`config.mk`:
```
export PLATFORM = sky130hd
export DESIGN_NAME = riff_wave_chunk_parser
export DESIGN_NICKNAME = d
export VERILOG_FILES = /design/src/hw/rtl/riffwav_pkg.sv /design/src/hw/rtl/riff_wave_chunk_parser.sv
export SDC_FILE = /design/constraint.sdc
export NUM_CORES = 1
export LEC_CHECK = 0
export BUFFER_PORTS_ARGS = -buffer_cell sky130_fd_sc_hd__buf_2
export CAP_MARGIN = 10
export CELL_PAD_IN_SITES_DETAIL_PLACEMENT = 1
export CELL_PAD_IN_SITES_GLOBAL_PLACEMENT = 1
export CORE_MARGIN = 2
export CORE_UTILIZATION = 35
export CTS_CLUSTER_DIAMETER = 150
export CTS_CLUSTER_SIZE = 14
export DETAILED_ROUTE_END_ITERATION = 12
export GPL_TIMING_DRIVEN = 0
export HOLD_SLACK_MARGIN = 0.03
export PLACE_DENSITY = 0.68
export SKIP_LAST_GASP = 1
export SYNTH_ARGS = -nofsm -noshare
export SYNTH_HDL_FRONTEND = slang
export SYNTH_SLANG_ARGS = --single-unit
```
`constraint.sdc`:
```
create_clock -name i_clk -period 11.4 [get_ports i_clk]
set_input_delay 2.28 -clock i_clk [delete_from_list [all_inputs] [get_ports i_clk]]
set_output_delay 2.28 -clock i_clk [all_outputs]
set_load 0.005 [all_outputs]
```
`src/hw/rtl/riffwav_pkg.sv`:
```
// ----------------------------------------------------------------------------
// RIFF/WAVE chunk parser package
// Chunk tags, result kinds and error codes shared by the parser.
// ----------------------------------------------------------------------------
package riffwav_pkg;

    localparam logic [31:0] TAG_RIFF = 32'h5249_4646;
    localparam logic [31:0] TAG_WAVE = 32'h5741_5645;
    localparam logic [31:0] TAG_FMT  = 32'h666D_7420;
    localparam logic [31:0] TAG_DATA = 32'h6461_7461;

    localparam logic [31:0] RIFF_TAG_END    = 32'd4;
    localparam logic [31:0] RIFF_HEADER_END = 32'd12;
    localparam logic [31:0] CHUNK_HDR_LEN   = 32'd8;

    typedef enum logic [1:0] {
        KIND_DATA   = 2'd0,
        KIND_FORMAT = 2'd1,
        KIND_EMPTY  = 2'd2,
        KIND_ERROR  = 2'd3
    } t_result_kind;

    typedef enum logic [1:0] {
        ERR_RIFF_TAG       = 2'd0,
        ERR_WAVE_TAG       = 2'd1,
        ERR_BODY_EXHAUSTED = 2'd2,
        ERR_TRUNCATED      = 2'd3
    } t_error_code;

endpackage

```
`src/hw/rtl/riff_wave_chunk_parser.sv`:
```
// ----------------------------------------------------------------------------
// RIFF/WAVE chunk parser
// Checks the RIFF/WAVE header, walks chunks, captures the fmt fields and
// passes out data chunk bytes.
// ----------------------------------------------------------------------------
// The parser takes one byte of a WAVE file per item and sustains one item per
// clock cycle while the output is not stalled. An item passes an input register,
// is decoded by the combinational per-byte header and chunk logic, and its
// result, if any, is registered in the output register. A result that
// waits on a stalled output does not block the input register until a second
// item is also waiting. An item with end_of_file set returns the parser to the
// start of the RIFF header search.
module riff_wave_chunk_parser (
    input  logic                      i_clk,
    input  logic                      i_rst_n,
    input  logic                      i_in_valid,
    output logic                      o_in_stall,
    input  logic [7:0]                i_byte_value,
    input  logic                      i_end_of_file,
    output logic                      o_out_valid,
    input  logic                      i_out_stall,
    output riffwav_pkg::t_result_kind o_result_kind,
    output logic [7:0]                o_payload_byte,
    output logic                      o_last_payload,
    output logic [15:0]               o_channel_count,
    output logic [31:0]               o_sample_rate,
    output logic [15:0]               o_bits_per_sample,
    output logic [31:0]               o_data_length,
    output logic                      o_file_complete,
    output riffwav_pkg::t_error_code  o_error_code
);
    import riffwav_pkg::*;

    typedef enum logic [2:0] {
        PH_RIFF,
        PH_HDR,
        PH_FMT,
        PH_DATA,
        PH_SKIP,
        PH_PAD,
        PH_IDLE
    } t_phase;

    logic         r_in_valid;
    logic [7:0]   r_in_byte;
    logic         r_in_eof;

    t_phase       r_phase,        n_phase;
    logic [31:0]  r_byte_position, n_byte_position;
    logic [31:0]  r_chunk_tag,    n_chunk_tag;
    logic [31:0]  r_chunk_length, n_chunk_length;
    logic [32:0]  r_body_left,    n_body_left;
    logic         r_fmt_seen,     n_fmt_seen;
    logic         r_data_seen,    n_data_seen;
    logic [15:0]  r_channels,     n_channels;
    logic [31:0]  r_rate,         n_rate;
    logic [15:0]  r_sample_bits,  n_sample_bits;
    logic [31:0]  r_data_length,  n_data_length;

    logic         r_out_valid;
    t_result_kind r_out_kind,     n_res_kind;
    logic [7:0]   r_out_byte,     n_res_byte;
    logic         r_out_last,     n_res_last;
    logic [15:0]  r_out_channels, n_res_channels;
    logic [31:0]  r_out_rate,     n_res_rate;
    logic [15:0]  r_out_bits,     n_res_bits;
    logic [31:0]  r_out_dlen,     n_res_dlen;
    logic         r_out_done,     n_res_done;
    t_error_code  r_out_err,      n_res_err;
    logic         n_res_valid;

    logic         out_free;
    logic         advance;
    logic         accept;
    logic [31:0]  pos;
    logic [31:0]  pos_inc;
    logic [31:0]  byte_lane;
    logic [32:0]  used;
    logic         fin_req;
    logic         fin_fmt;

    assign out_free   = !r_out_valid || !i_out_stall;
    assign advance    = r_in_valid && out_free;
    assign o_in_stall = r_in_valid && !out_free;
    assign accept     = i_in_valid && !o_in_stall;

    assign pos       = r_byte_position;
    assign pos_inc   = r_byte_position + 32'd1;
    assign byte_lane = {24'd0, r_in_byte} << {pos[1:0], 3'b000};

    always_comb begin
        n_phase         = r_phase;
        n_byte_position = r_byte_position;
        n_chunk_tag     = r_chunk_tag;
        n_chunk_length  = r_chunk_length;
        n_body_left     = r_body_left;
        n_fmt_seen      = r_fmt_seen;
        n_data_seen     = r_data_seen;
        n_channels      = r_channels;
        n_rate          = r_rate;
        n_sample_bits   = r_sample_bits;
        n_data_length   = r_data_length;

        n_res_valid    = 1'b0;
        n_res_kind     = KIND_DATA;
        n_res_byte     = 8'd0;
        n_res_last     = 1'b0;
        n_res_channels = 16'd0;
        n_res_rate     = 32'd0;
        n_res_bits     = 16'd0;
        n_res_dlen     = 32'd0;
        n_res_done     = 1'b0;
        n_res_err      = ERR_RIFF_TAG;
        fin_req        = 1'b0;
        fin_fmt        = 1'b0;
        used           = 33'd0;

        if (r_in_eof) begin
            if (r_phase == PH_IDLE || (r_phase == PH_RIFF && pos == 32'd0)) begin
                n_res_valid = 1'b0;
            end else if (r_phase == PH_HDR && pos == 32'd0 && r_body_left == 33'd0) begin
                n_res_valid = 1'b1;
                n_res_kind  = KIND_ERROR;
                n_res_err   = ERR_BODY_EXHAUSTED;
            end else begin
                n_res_valid = 1'b1;
                n_res_kind  = KIND_ERROR;
                n_res_err   = ERR_TRUNCATED;
            end
            n_phase         = PH_RIFF;
            n_byte_position = 32'd0;
            n_chunk_tag     = 32'd0;
            n_chunk_length  = 32'd0;
            n_body_left     = 33'd0;
            n_fmt_seen      = 1'b0;
            n_data_seen     = 1'b0;
            n_channels      = 16'd0;
            n_rate          = 32'd0;
            n_sample_bits   = 16'd0;
            n_data_length   = 32'd0;
        end else begin
            unique case (r_phase)
                PH_RIFF: begin
                    if (pos < 32'd4 || pos >= 32'd8) begin
                        n_chunk_tag = {r_chunk_tag[23:0], r_in_byte};
                    end else begin
                        n_chunk_length = r_chunk_length | byte_lane;
                    end
                    n_byte_position = pos_inc;
                    if (pos_inc == RIFF_TAG_END && n_chunk_tag != TAG_RIFF) begin
                        n_res_valid = 1'b1;
                        n_res_kind  = KIND_ERROR;
                        n_res_err   = ERR_RIFF_TAG;
                        n_phase     = PH_IDLE;
                    end else if (pos_inc == RIFF_HEADER_END) begin
                        if (n_chunk_tag != TAG_WAVE) begin
                            n_res_valid = 1'b1;
                            n_res_kind  = KIND_ERROR;
                            n_res_err   = ERR_WAVE_TAG;
                            n_phase     = PH_IDLE;
                        end else begin
                            n_body_left = (n_chunk_length >= 32'd4) ?
                                          {1'b0, n_chunk_length - 32'd4} : 33'd0;
                            n_phase         = PH_HDR;
                            n_byte_position = 32'd0;
                            n_chunk_tag     = 32'd0;
                            n_chunk_length  = 32'd0;
                        end
                    end
                end
                PH_HDR: begin
                    if (pos == 32'd0 && r_body_left == 33'd0) begin
                        n_res_valid = 1'b1;
                        n_res_kind  = KIND_ERROR;
                        n_res_err   = ERR_BODY_EXHAUSTED;
                        n_phase     = PH_IDLE;
                    end else begin
                        if (pos < 32'd4) begin
                            n_chunk_tag = {r_chunk_tag[23:0], r_in_byte};
                        end else begin
                            n_chunk_length = r_chunk_length | byte_lane;
                        end
                        n_byte_position = pos_inc;
                        if (pos_inc >= CHUNK_HDR_LEN) begin
                            used = {1'b0, n_chunk_length} + 33'd8 + {32'd0, n_chunk_length[0]};
                            n_body_left = (r_body_left > used) ? (r_body_left - used) : 33'd0;
                            n_byte_position = 32'd0;
                            if (n_chunk_tag == TAG_FMT) begin
                                n_phase = PH_FMT;
                                if (n_chunk_length == 32'd0) begin
                                    fin_req     = 1'b1;
                                    fin_fmt     = 1'b1;
                                    n_res_valid = 1'b1;
                                    n_res_kind  = KIND_FORMAT;
                                end
                            end else if (n_chunk_tag == TAG_DATA) begin
                                n_phase       = PH_DATA;
                                n_data_length = n_chunk_length;
                                if (n_chunk_length == 32'd0) begin
                                    fin_req     = 1'b1;
                                    n_res_valid = 1'b1;
                                    n_res_kind  = KIND_EMPTY;
                                end
                            end else begin
                                n_phase = PH_SKIP;
                                if (n_chunk_length == 32'd0) begin
                                    n_phase        = PH_HDR;
                                    n_chunk_tag    = 32'd0;
                                end
                            end
                        end
                    end
                end
                PH_FMT: begin
                    if (pos == 32'd2) begin
                        n_channels[7:0] = r_in_byte;
                    end else if (pos == 32'd3) begin
                        n_channels[15:8] = r_in_byte;
                    end else if (pos >= 32'd4 && pos < 32'd8) begin
                        n_rate[{pos[1:0], 3'b000} +: 8] = r_in_byte;
                    end else if (pos == 32'd14) begin
                        n_sample_bits[7:0] = r_in_byte;
                    end else if (pos == 32'd15) begin
                        n_sample_bits[15:8] = r_in_byte;
                    end
                    n_byte_position = pos_inc;
                    if (pos_inc == r_chunk_length) begin
                        fin_req     = 1'b1;
                        fin_fmt     = 1'b1;
                        n_res_valid = 1'b1;
                        n_res_kind  = KIND_FORMAT;
                    end
                end
                PH_DATA: begin
                    n_byte_position = pos_inc;
                    n_res_valid     = 1'b1;
                    n_res_kind      = KIND_DATA;
                    n_res_byte      = r_in_byte;
                    n_res_dlen      = r_data_length;
                    if (pos_inc == r_chunk_length) begin
                        n_res_last = 1'b1;
                        fin_req    = 1'b1;
                    end
                end
                PH_SKIP: begin
                    n_byte_position = pos_inc;
                    if (pos_inc == r_chunk_length) begin
                        if (r_chunk_length[0]) begin
                            n_phase = PH_PAD;
                        end else begin
                            n_phase         = PH_HDR;
                            n_byte_position = 32'd0;
                            n_chunk_tag     = 32'd0;
                            n_chunk_length  = 32'd0;
                        end
                    end
                end
                PH_PAD: begin
                    n_phase         = PH_HDR;
                    n_byte_position = 32'd0;
                    n_chunk_tag     = 32'd0;
                    n_chunk_length  = 32'd0;
                end
                PH_IDLE: begin
                    n_phase = PH_IDLE;
                end
                default: begin
                    n_phase = PH_IDLE;
                end
            endcase

            if (fin_req) begin
                if (fin_fmt) begin
                    n_fmt_seen = 1'b1;
                end else begin
                    n_data_seen = 1'b1;
                end
                if (n_fmt_seen && n_data_seen) begin
                    n_phase    = PH_IDLE;
                    n_res_done = 1'b1;
                end else if (n_chunk_length[0]) begin
                    n_phase = PH_PAD;
                end else begin
                    n_phase         = PH_HDR;
                    n_byte_position = 32'd0;
                    n_chunk_tag     = 32'd0;
                    n_chunk_length  = 32'd0;
                end
            end

            if (n_res_kind == KIND_FORMAT) begin
                n_res_channels = n_channels;
                n_res_rate     = n_rate;
                n_res_bits     = n_sample_bits;
            end
        end
    end

    always_ff @(posedge i_clk) begin
        if (!i_rst_n) begin
            r_in_valid      <= 1'b0;
            r_out_valid     <= 1'b0;
            r_phase         <= PH_RIFF;
            r_byte_position <= 32'd0;
            r_chunk_tag     <= 32'd0;
            r_chunk_length  <= 32'd0;
            r_body_left     <= 33'd0;
            r_fmt_seen      <= 1'b0;
            r_data_seen     <= 1'b0;
            r_channels      <= 16'd0;
            r_rate          <= 32'd0;
            r_sample_bits   <= 16'd0;
            r_data_length   <= 32'd0;
        end else begin
            if (accept) begin
                r_in_valid <= 1'b1;
            end else if (advance) begin
                r_in_valid <= 1'b0;
            end

            if (advance) begin
                r_out_valid     <= n_res_valid;
                r_phase         <= n_phase;
                r_byte_position <= n_byte_position;
                r_chunk_tag     <= n_chunk_tag;
                r_chunk_length  <= n_chunk_length;
                r_body_left     <= n_body_left;
                r_fmt_seen      <= n_fmt_seen;
                r_data_seen     <= n_data_seen;
                r_channels      <= n_channels;
                r_rate          <= n_rate;
                r_sample_bits   <= n_sample_bits;
                r_data_length   <= n_data_length;
            end else if (!i_out_stall) begin
                r_out_valid <= 1'b0;
            end
        end
    end

    always_ff @(posedge i_clk) begin
        if (accept) begin
            r_in_byte <= i_byte_value;
            r_in_eof  <= i_end_of_file;
        end
        if (advance && n_res_valid) begin
            r_out_kind     <= n_res_kind;
            r_out_byte     <= n_res_byte;
            r_out_last     <= n_res_last;
            r_out_channels <= n_res_channels;
            r_out_rate     <= n_res_rate;
            r_out_bits     <= n_res_bits;
            r_out_dlen     <= n_res_dlen;
            r_out_done     <= n_res_done;
            r_out_err      <= n_res_err;
        end
    end

    assign o_out_valid       = r_out_valid;
    assign o_result_kind     = r_out_kind;
    assign o_payload_byte    = r_out_byte;
    assign o_last_payload    = r_out_last;
    assign o_channel_count   = r_out_channels;
    assign o_sample_rate     = r_out_rate;
    assign o_bits_per_sample = r_out_bits;
    assign o_data_length     = r_out_dlen;
    assign o_file_complete   = r_out_done;
    assign o_error_code      = r_out_err;

    a_complete_goes_idle: assert property (@(posedge i_clk) disable iff (!i_rst_n)
        (advance && n_res_valid && n_res_done) |=> (r_phase == PH_IDLE))
        else $error("Parser did not idle after the file completed.");

    a_error_stops_parsing: assert property (@(posedge i_clk) disable iff (!i_rst_n)
        (advance && n_res_valid && n_res_kind == KIND_ERROR)
        |=> (r_phase == PH_IDLE || r_phase == PH_RIFF))
        else $error("Parser kept walking chunks after an error.");

    a_header_position: assert property (@(posedge i_clk) disable iff (!i_rst_n)
        (r_phase == PH_HDR) |-> (r_byte_position < CHUNK_HDR_LEN))
        else $error("Chunk header position ran past the header.");

    a_last_marks_data_seen: assert property (@(posedge i_clk) disable iff (!i_rst_n)
        (advance && n_res_valid && n_res_kind == KIND_DATA && n_res_last) |=> r_data_seen)
        else $error("Final data byte did not close the data chunk.");

    a_free_output_takes_item: assert property (@(posedge i_clk) disable iff (!i_rst_n)
        (r_in_valid && !r_out_valid) |=> !r_in_valid || $past(accept))
        else $error("Held item was not processed although the output was free.");

endmodule
```
==> results.json, run 1 <==
{
  "die_x_um": 249,
  "grt_antenna_before_repair": 3,
  "synth_top_area_cell": "dfxtp_1",
  "drv_slew": 0,
  "synth_top_family_by_area": "simple AND/OR/NAND/NOR gates",
  "area_growth_syn_to_layout_pct": 12.1,
  "cts.clk_slew.worst_paths_ps": 90,
  "ys_ff_latch": 351,
  "clock.fmax_ghz": 0.114,
  "finalSetupViolCount": 0,
  "rsz0062_at_grt": "no",
  "cp_slowest_stage_delay_ps": 800,
  "tns_ps": 0,
  "met1_usage_pct": 40.2,
  "cp_data_arrival_time_ps": 9260,
  "ios": 125,
  "use_met2_pct": 46.9,
  "io_buffer_count": 124,
  "synth_cells": 2496,
  "clock_path_buffers": 3,
  "drt_wl_total_um": 93900,
  "crit_start": "pos[8]",
  "rows": 89,
  "syn_nets": 2553,
  "worstMarginPinSlew_ps": 1320,
  "worst_slack_ps": 2640,
  "r2r-end": "r_body_left[3]",
  "min_period_ps": 8760,
  "synth-edff-count": 119,
  "cts-buffers-inserted": 29,
  "hold_buffers": 0,
  "endpoint_kind": "flop",
  "peakVddDrop_uv": 109,
  "grt_overflow": 0,
  "grt_pass1_vias": 21400,
  "design.core.area_um2": 59000,
  "synth_seq_area_share_pct": 39.3,
  "synth.distinct_cells": 88,
  "r2r_cells": 24,
  "synthesis.area_um2": 20900,
  "cts_tree": "done",
  "syn_avg_cell_area_um2": 8.38,
  "instances_no_fill": 3451,
  "clk_latency_ps": 620,
  "required_ps": 11900,
  "hold_depth": 2,
  "vias_per_cell": 6.19,
  "root_buffer": "clkbuf_16",
  "wire_per_inst_um": 27.2,
  "ant_nets": 0,
  "cp_slowest_cell": "or4b_2",
  "cp_cell_sequence": "clkbuf_1, nor4_1, and4_1, clkbuf_1, and3_1, buf_2, nor2_1, a21oi_1, or3_1, or3_1, nor4b_1, nand4bb_1, or4b_2, ha_1, nor3b_1, nand4_1, or3_1, nor3_1, nor4_1, o21a_1, a31o_2, clkbuf_1, a221oi_1, nor2_1",
  "synth_compound_gate_area_share_pct": 21.1,
  "hp-class": "reg2reg",
  "remaining_drc_errors": 0,
  "start_util_pct": 35.5,
  "maxCapViolCount": 0,
  "ctsResizeCount": 0,
  "synth-xor-area-share_pct": 5.36,
  "yosys.area_share.adder_pct": 2.63,
  "drive_gt1_share_pct": 8.48,
  "p_leak_nw": 8.09,
  "dp_cells": 3400,
  "worstHoldStart": "r_data_length[22]",
  "path_max_fanout": 10,
  "synth-warning-count": 0,
  "synthMuxAreaShare_pct": 1.78,
  "path_class": "reg2reg",
  "status": "finished, final reports clean",
  "diodes": 0,
  "gp_congestion": 0.984,
  "cts_setup_buffers": 0,
  "drtIter0Drc": 1940,
  "holdPathEnd": "r_data_length[22]",
  "async_reset_ff_share_pct": 0,
  "dieHeight_um": 249,
  "r2r-start": "pos[8]",
  "grt_use_total_pct": 29.4,
  "gr-usage-met3_pct": 4.15,
  "synthSimpleGateAreaFrac_pct": 25.5,
  "fin_crit_sh_pct": 76.9,
  "finalClockSkew_ps": 35.6,
  "gr-max-usage-layer": "met2",
  "vias": 21400,
  "clock_sinks": 351,
  "power_density_nw_per_um2": 112,
  "power_mw": 2.62,
  "relSlewSlack_pct": 11.3,
  "synth_top_area_share_pct": 22.2,
  "netlist_top_cells_area": "dfxtp_1 22%, edfxtp_1 17%, a21oi_1 5.4%, nor2_1 4.0%, nand2_1 3.9%",
  "dr.pass1.iters": 8,
  "ys.flop_type": "dfxtp_1",
  "grt_pass1_wl_um": 140000,
  "final_core_util_pct": 39.8,
  "grt_start_max_net_pins": 38,
  "ff2ff_setup_slack_ps": 2640,
  "dp_slack_ps": 2860,
  "cp-start-kind": "flop",
  "fp.dieArea_um2": 61800,
  "hpwl_um": 71700,
  "htree_levels": 1,
  "finalHoldViolations": 0,
  "final_net_count": 2716
}
==> critical path, delay by kind of cell (launching register included) <==
kind	cells	cell delay, ps
AOI/OAI and AO/OA	4	1330
and+or+nand+nor	15	5410
DFF	1	360
buffers and inverters	4	1180
adders and majority gates	1	390
==> kinds of logic after synthesis <==
family | after synthesis
multiplexers | 37
AO/OA/AOI/OAI | 689
XOR/XNOR | 117
adder cells (fa/ha/maj) | 44
flip-flops | 351
AND/OR/NAND/NOR | 1026
buffers and inverters | 232
==> per-layer routing <==
layer / part of all wire, % / up-vias
met1: 44 / 10700
li1: - / 9506
met5: 0.025 / -
met4: 4.1 / 4
met2: 45 / 931
met3: 7.2 / 200
==> through the flow <==
stage | hold WS, ps | instance area [um2]
2_1_floorplan | 427 | 20900
6_report | 452 | 23500
5_1_grt | 461 | 23500
4_1_cts | 454 | 23500
3_3_place_gp | 442 | 22500
3_5_place_dp | 444 | 22600
==> synthesized netlist by cell type (all sizes together), types with 47 or more instances <==
cell type	instances
dfxtp	232
nor2	225
a21oi	224
nand2	219
clkbuf	157
edfxtp	119
o21ai	119
nor3	98
nand3	94
a22oi	72
xnor2	64
and2	61
a22o	58
nor4	57
nand4	47
==> cells in the final DEF, fill, tap and decap left out, drive strengths merged, types with 44 or more instances in the layout <==
cell type	n
edfxtp	119
dfxtp	232
nor3	98
clkbuf	205
and2	61
nor2b	44
nand4	47
nor4	57
a21oi	224
a22oi	72
nor2	225
ha	44
buf	172
nand2	219
xor2	46
o21ai	119
nand3	94
a22o	58
xnor2	64
==> flip-flops by register name, summed over array words and instances, names as in the netlist, 2 cells and up <==
signal	cells
r_channels	16
o_payload_byte	8
r_rate	32
pos	32
o_sample_rate	32
r_chunk_tag	32
r_chunk_length	32
r_body_left	33
o_data_length	32
r_in_byte	8
o_channel_count	16
o_result_kind	2
r_sample_bits	16
o_error_code	2
r_phase	3
r_data_length	32
o_bits_per_sample	16
==> how the worst max path moves through the flow <==
stage	endpoint	slack, ps
final	r_body_left[3]	2640
after global routing	r_body_left[3]	2370
after CTS	r_body_left[21]	2840
after detailed placement	r_body_left[21]	2860
after global placement	o_data_length[17]	-1210
after floorplan	o_bits_per_sample[0]	2360
==> cell type report <==
| cell class | instances | area (um2) |
|---|---|---|
| Timing Repair Buffer | 132 | 717 |
| Inverter | 35 | 131 |
| Buffer | 197 | 793 |
| Multi-Input combinational cell | 1913 | 11800 |
| Clock buffer | 48 | 797 |
| Tap cell | 773 | 967 |
| Fill cell | 7101 | 35600 |
| Clock inverter | 2 | 25.0 |
| Sequential cell | 351 | 8220 |
==> where the power goes <==
part / internal [mW] / switching [mW] / total [mW]
clock: 0.476 / 0.502 / 0.978
sequential: 1.30 / 0.0141 / 1.32
combinational: 0.103 / 0.227 / 0.330
total: 1.88 / 0.743 / 2.62
No activity file was read; power rests on OpenSTA's default activity.
==> run 2, diff against run 1 <==
==> constraint.sdc (replaced) <==
create_clock -name i_clk -period 8.6 [get_ports i_clk]
set_input_delay 1.72 -clock i_clk [delete_from_list [all_inputs] [get_ports i_clk]]
set_output_delay 1.72 -clock i_clk [all_outputs]
set_load 0.005 [all_outputs]
==> results.json, run 2 (same netlist as run 1, synthesis figures left out) <==
{
  "cp_slowest_stage_delay_ps": 800,
  "ff_latch_area_um2": 8220,
  "largest_reg_flops": 33,
  "rows": 89,
  "grt_antenna_before_repair": 6,
  "cp_data_arrival_time_ps": 8720,
  "maxCapViolCount": 0,
  "drv_slew": 0,
  "p_leak_nw": 8.09,
  "cts_tree": "done",
  "cts.clk_slew.worst_paths_ps": 70,
  "final_net_count": 2715,
  "peakVddDrop_uv": 176,
  "root_buffer": "clkbuf_16",
  "grt_pass1_wl_um": 140000,
  "worst_slack_ps": 343,
  "start_util_pct": 35.5,
  "cp_cell_sequence": "clkbuf_1, nor4_1, and4_1, clkbuf_1, and3_1, buf_2, nor2_4, a21oi_1, or3_1, or3_1, nor4b_1, nand4bb_1, or4b_2, ha_1, nor3b_1, nand4_1, or3_1, nor3_1, nor4_1, o21a_1, a31o_2, clkbuf_1, a221oi_1, nor2_1",
  "path_class": "reg2reg",
  "hp-class": "reg2reg",
  "crit_family": "simple AND/OR/NAND/NOR gates",
  "placed_cell_area_um2": 22600,
  "vias": 21300,
  "ff2ff_setup_slack_ps": 340,
  "finalClockSkew_ps": 50.1,
  "cts-buffers-inserted": 29,
  "clock_sinks": 351,
  "grt_pass1_vias": 21400,
  "design_area_um2": 23500,
  "clk_latency_ps": 630,
  "crit_buf_inv": 4,
  "grt_use_total_pct": 29.3,
  "power_density_nw_per_um2": 148,
  "finalSetupViolCount": 0,
  "ios": 125,
  "hold_buffers": 0,
  "htree_levels": 1,
  "io_buffer_count": 124,
  "fp.dieArea_um2": 61800,
  "path_max_fanout": 10,
  "tns_ps": 0,
  "wire_per_inst_um": 27.2,
  "worstMarginPinSlew_ps": 1210,
  "cts_setup_buffers": 0,
  "ant_nets": 0,
  "required_ps": 9060,
  "dp_slack_ps": 40.1,
  "clock_path_buffers": 3,
  "dieHeight_um": 249,
  "multiInputGateArea_um2": 11800,
  "cp_slowest_cell": "or4b_2",
  "mostFrequentLayoutCell": "dfxtp_1",
  "hpwl_um": 72100,
  "relSlewSlack_pct": 19.2,
  "drtIter0Drc": 2271,
  "design.core.area_um2": 59000,
  "grt_overflow": 0,
  "final_cell_mix": "232 x dfxtp_1, 224 x a21oi_1, 222 x nor2_1",
  "area_growth_syn_to_layout_pct": 12.1,
  "rsz0062_at_grt": "no",
  "die_x_um": 249,
  "fin_crit_sh_pct": 96.0,
  "remaining_drc_errors": 0,
  "finalHoldViolations": 0,
  "max_flop_register": "r_body_left",
  "fillerInstances": 7117,
  "gp_congestion": 0.984,
  "cp-start-kind": "flop",
  "clock.fmax_ghz": 0.121,
  "grt_start_max_net_pins": 39,
  "dr.pass1.iters": 5,
  "min_period_ps": 8260,
  "status": "finished, final reports clean",
  "vias_per_cell": 6.18,
  "drt_wl_total_um": 93800,
  "endpoint_kind": "flop",
  "drive_gt1_share_pct": 8.48
}
## run 2: power by group
part | leakage (nW) | switching, mW | internal (mW)
sequential | 3.04 | 0.0187 | 1.73
clock | 0.387 | 0.666 | 0.628
combinational | 4.67 | 0.302 | 0.137
## run 2: repair_timing
item / CTS / global route
resized for setup: 1 / 4
pin swaps: 0 / 0
endpoints found under the setup margin: 1 / 31
## run 2: path summary, 6_finish.rpt
kind | from | to | depth (start not counted)
worst min-delay path | r_data_length[22] | r_data_length[22] | 2
worst min register to register | r_data_length[22] | r_data_length[22] | 2
worst max-delay path | pos[23] | r_body_left[2] | 24
worst max register to register | pos[23] | r_body_left[2] | 24
## run 2: per-stage QoR
step	util, %	total power [mW]	hold WS, ps	instances
after floorplan	-	2.05	427	2496
after global placement	38.2	2.20	438	3393
after detailed placement	38.3	2.21	444	3399
after CTS	39.7	3.49	454	3448
after global routing	39.8	3.59	487	3449
final	39.8	3.48	454	3450
## run 2: worst min-delay path, stage by stage, from the launching register on
cell     delay (ps)
dfxtp_1         310
nand2_1          50
a21oi_1          50
## run 2: metal layers
metal	global-route usage, %	share of wire [%]	vias to the layer above
met5	0	0	-
met4	11.4	4.1	0
met3	3.60	7.1	181
met2	47.2	45	920
met1	39.9	43	10700
li1	-	-	9540
## run 2: cell type report
class                   instances  share of cell area, %
multi-input cells            1913                   50.4
flip-flops and latches        351                   35.0
well taps                     773                   4.12
clock buffers                  48                   3.40
plain buffers                 197                   3.39
repair buffers                131                   3.07
inverters                      35                  0.560
clock inverters                 1                 0.0693
diodes                          1                 0.0107
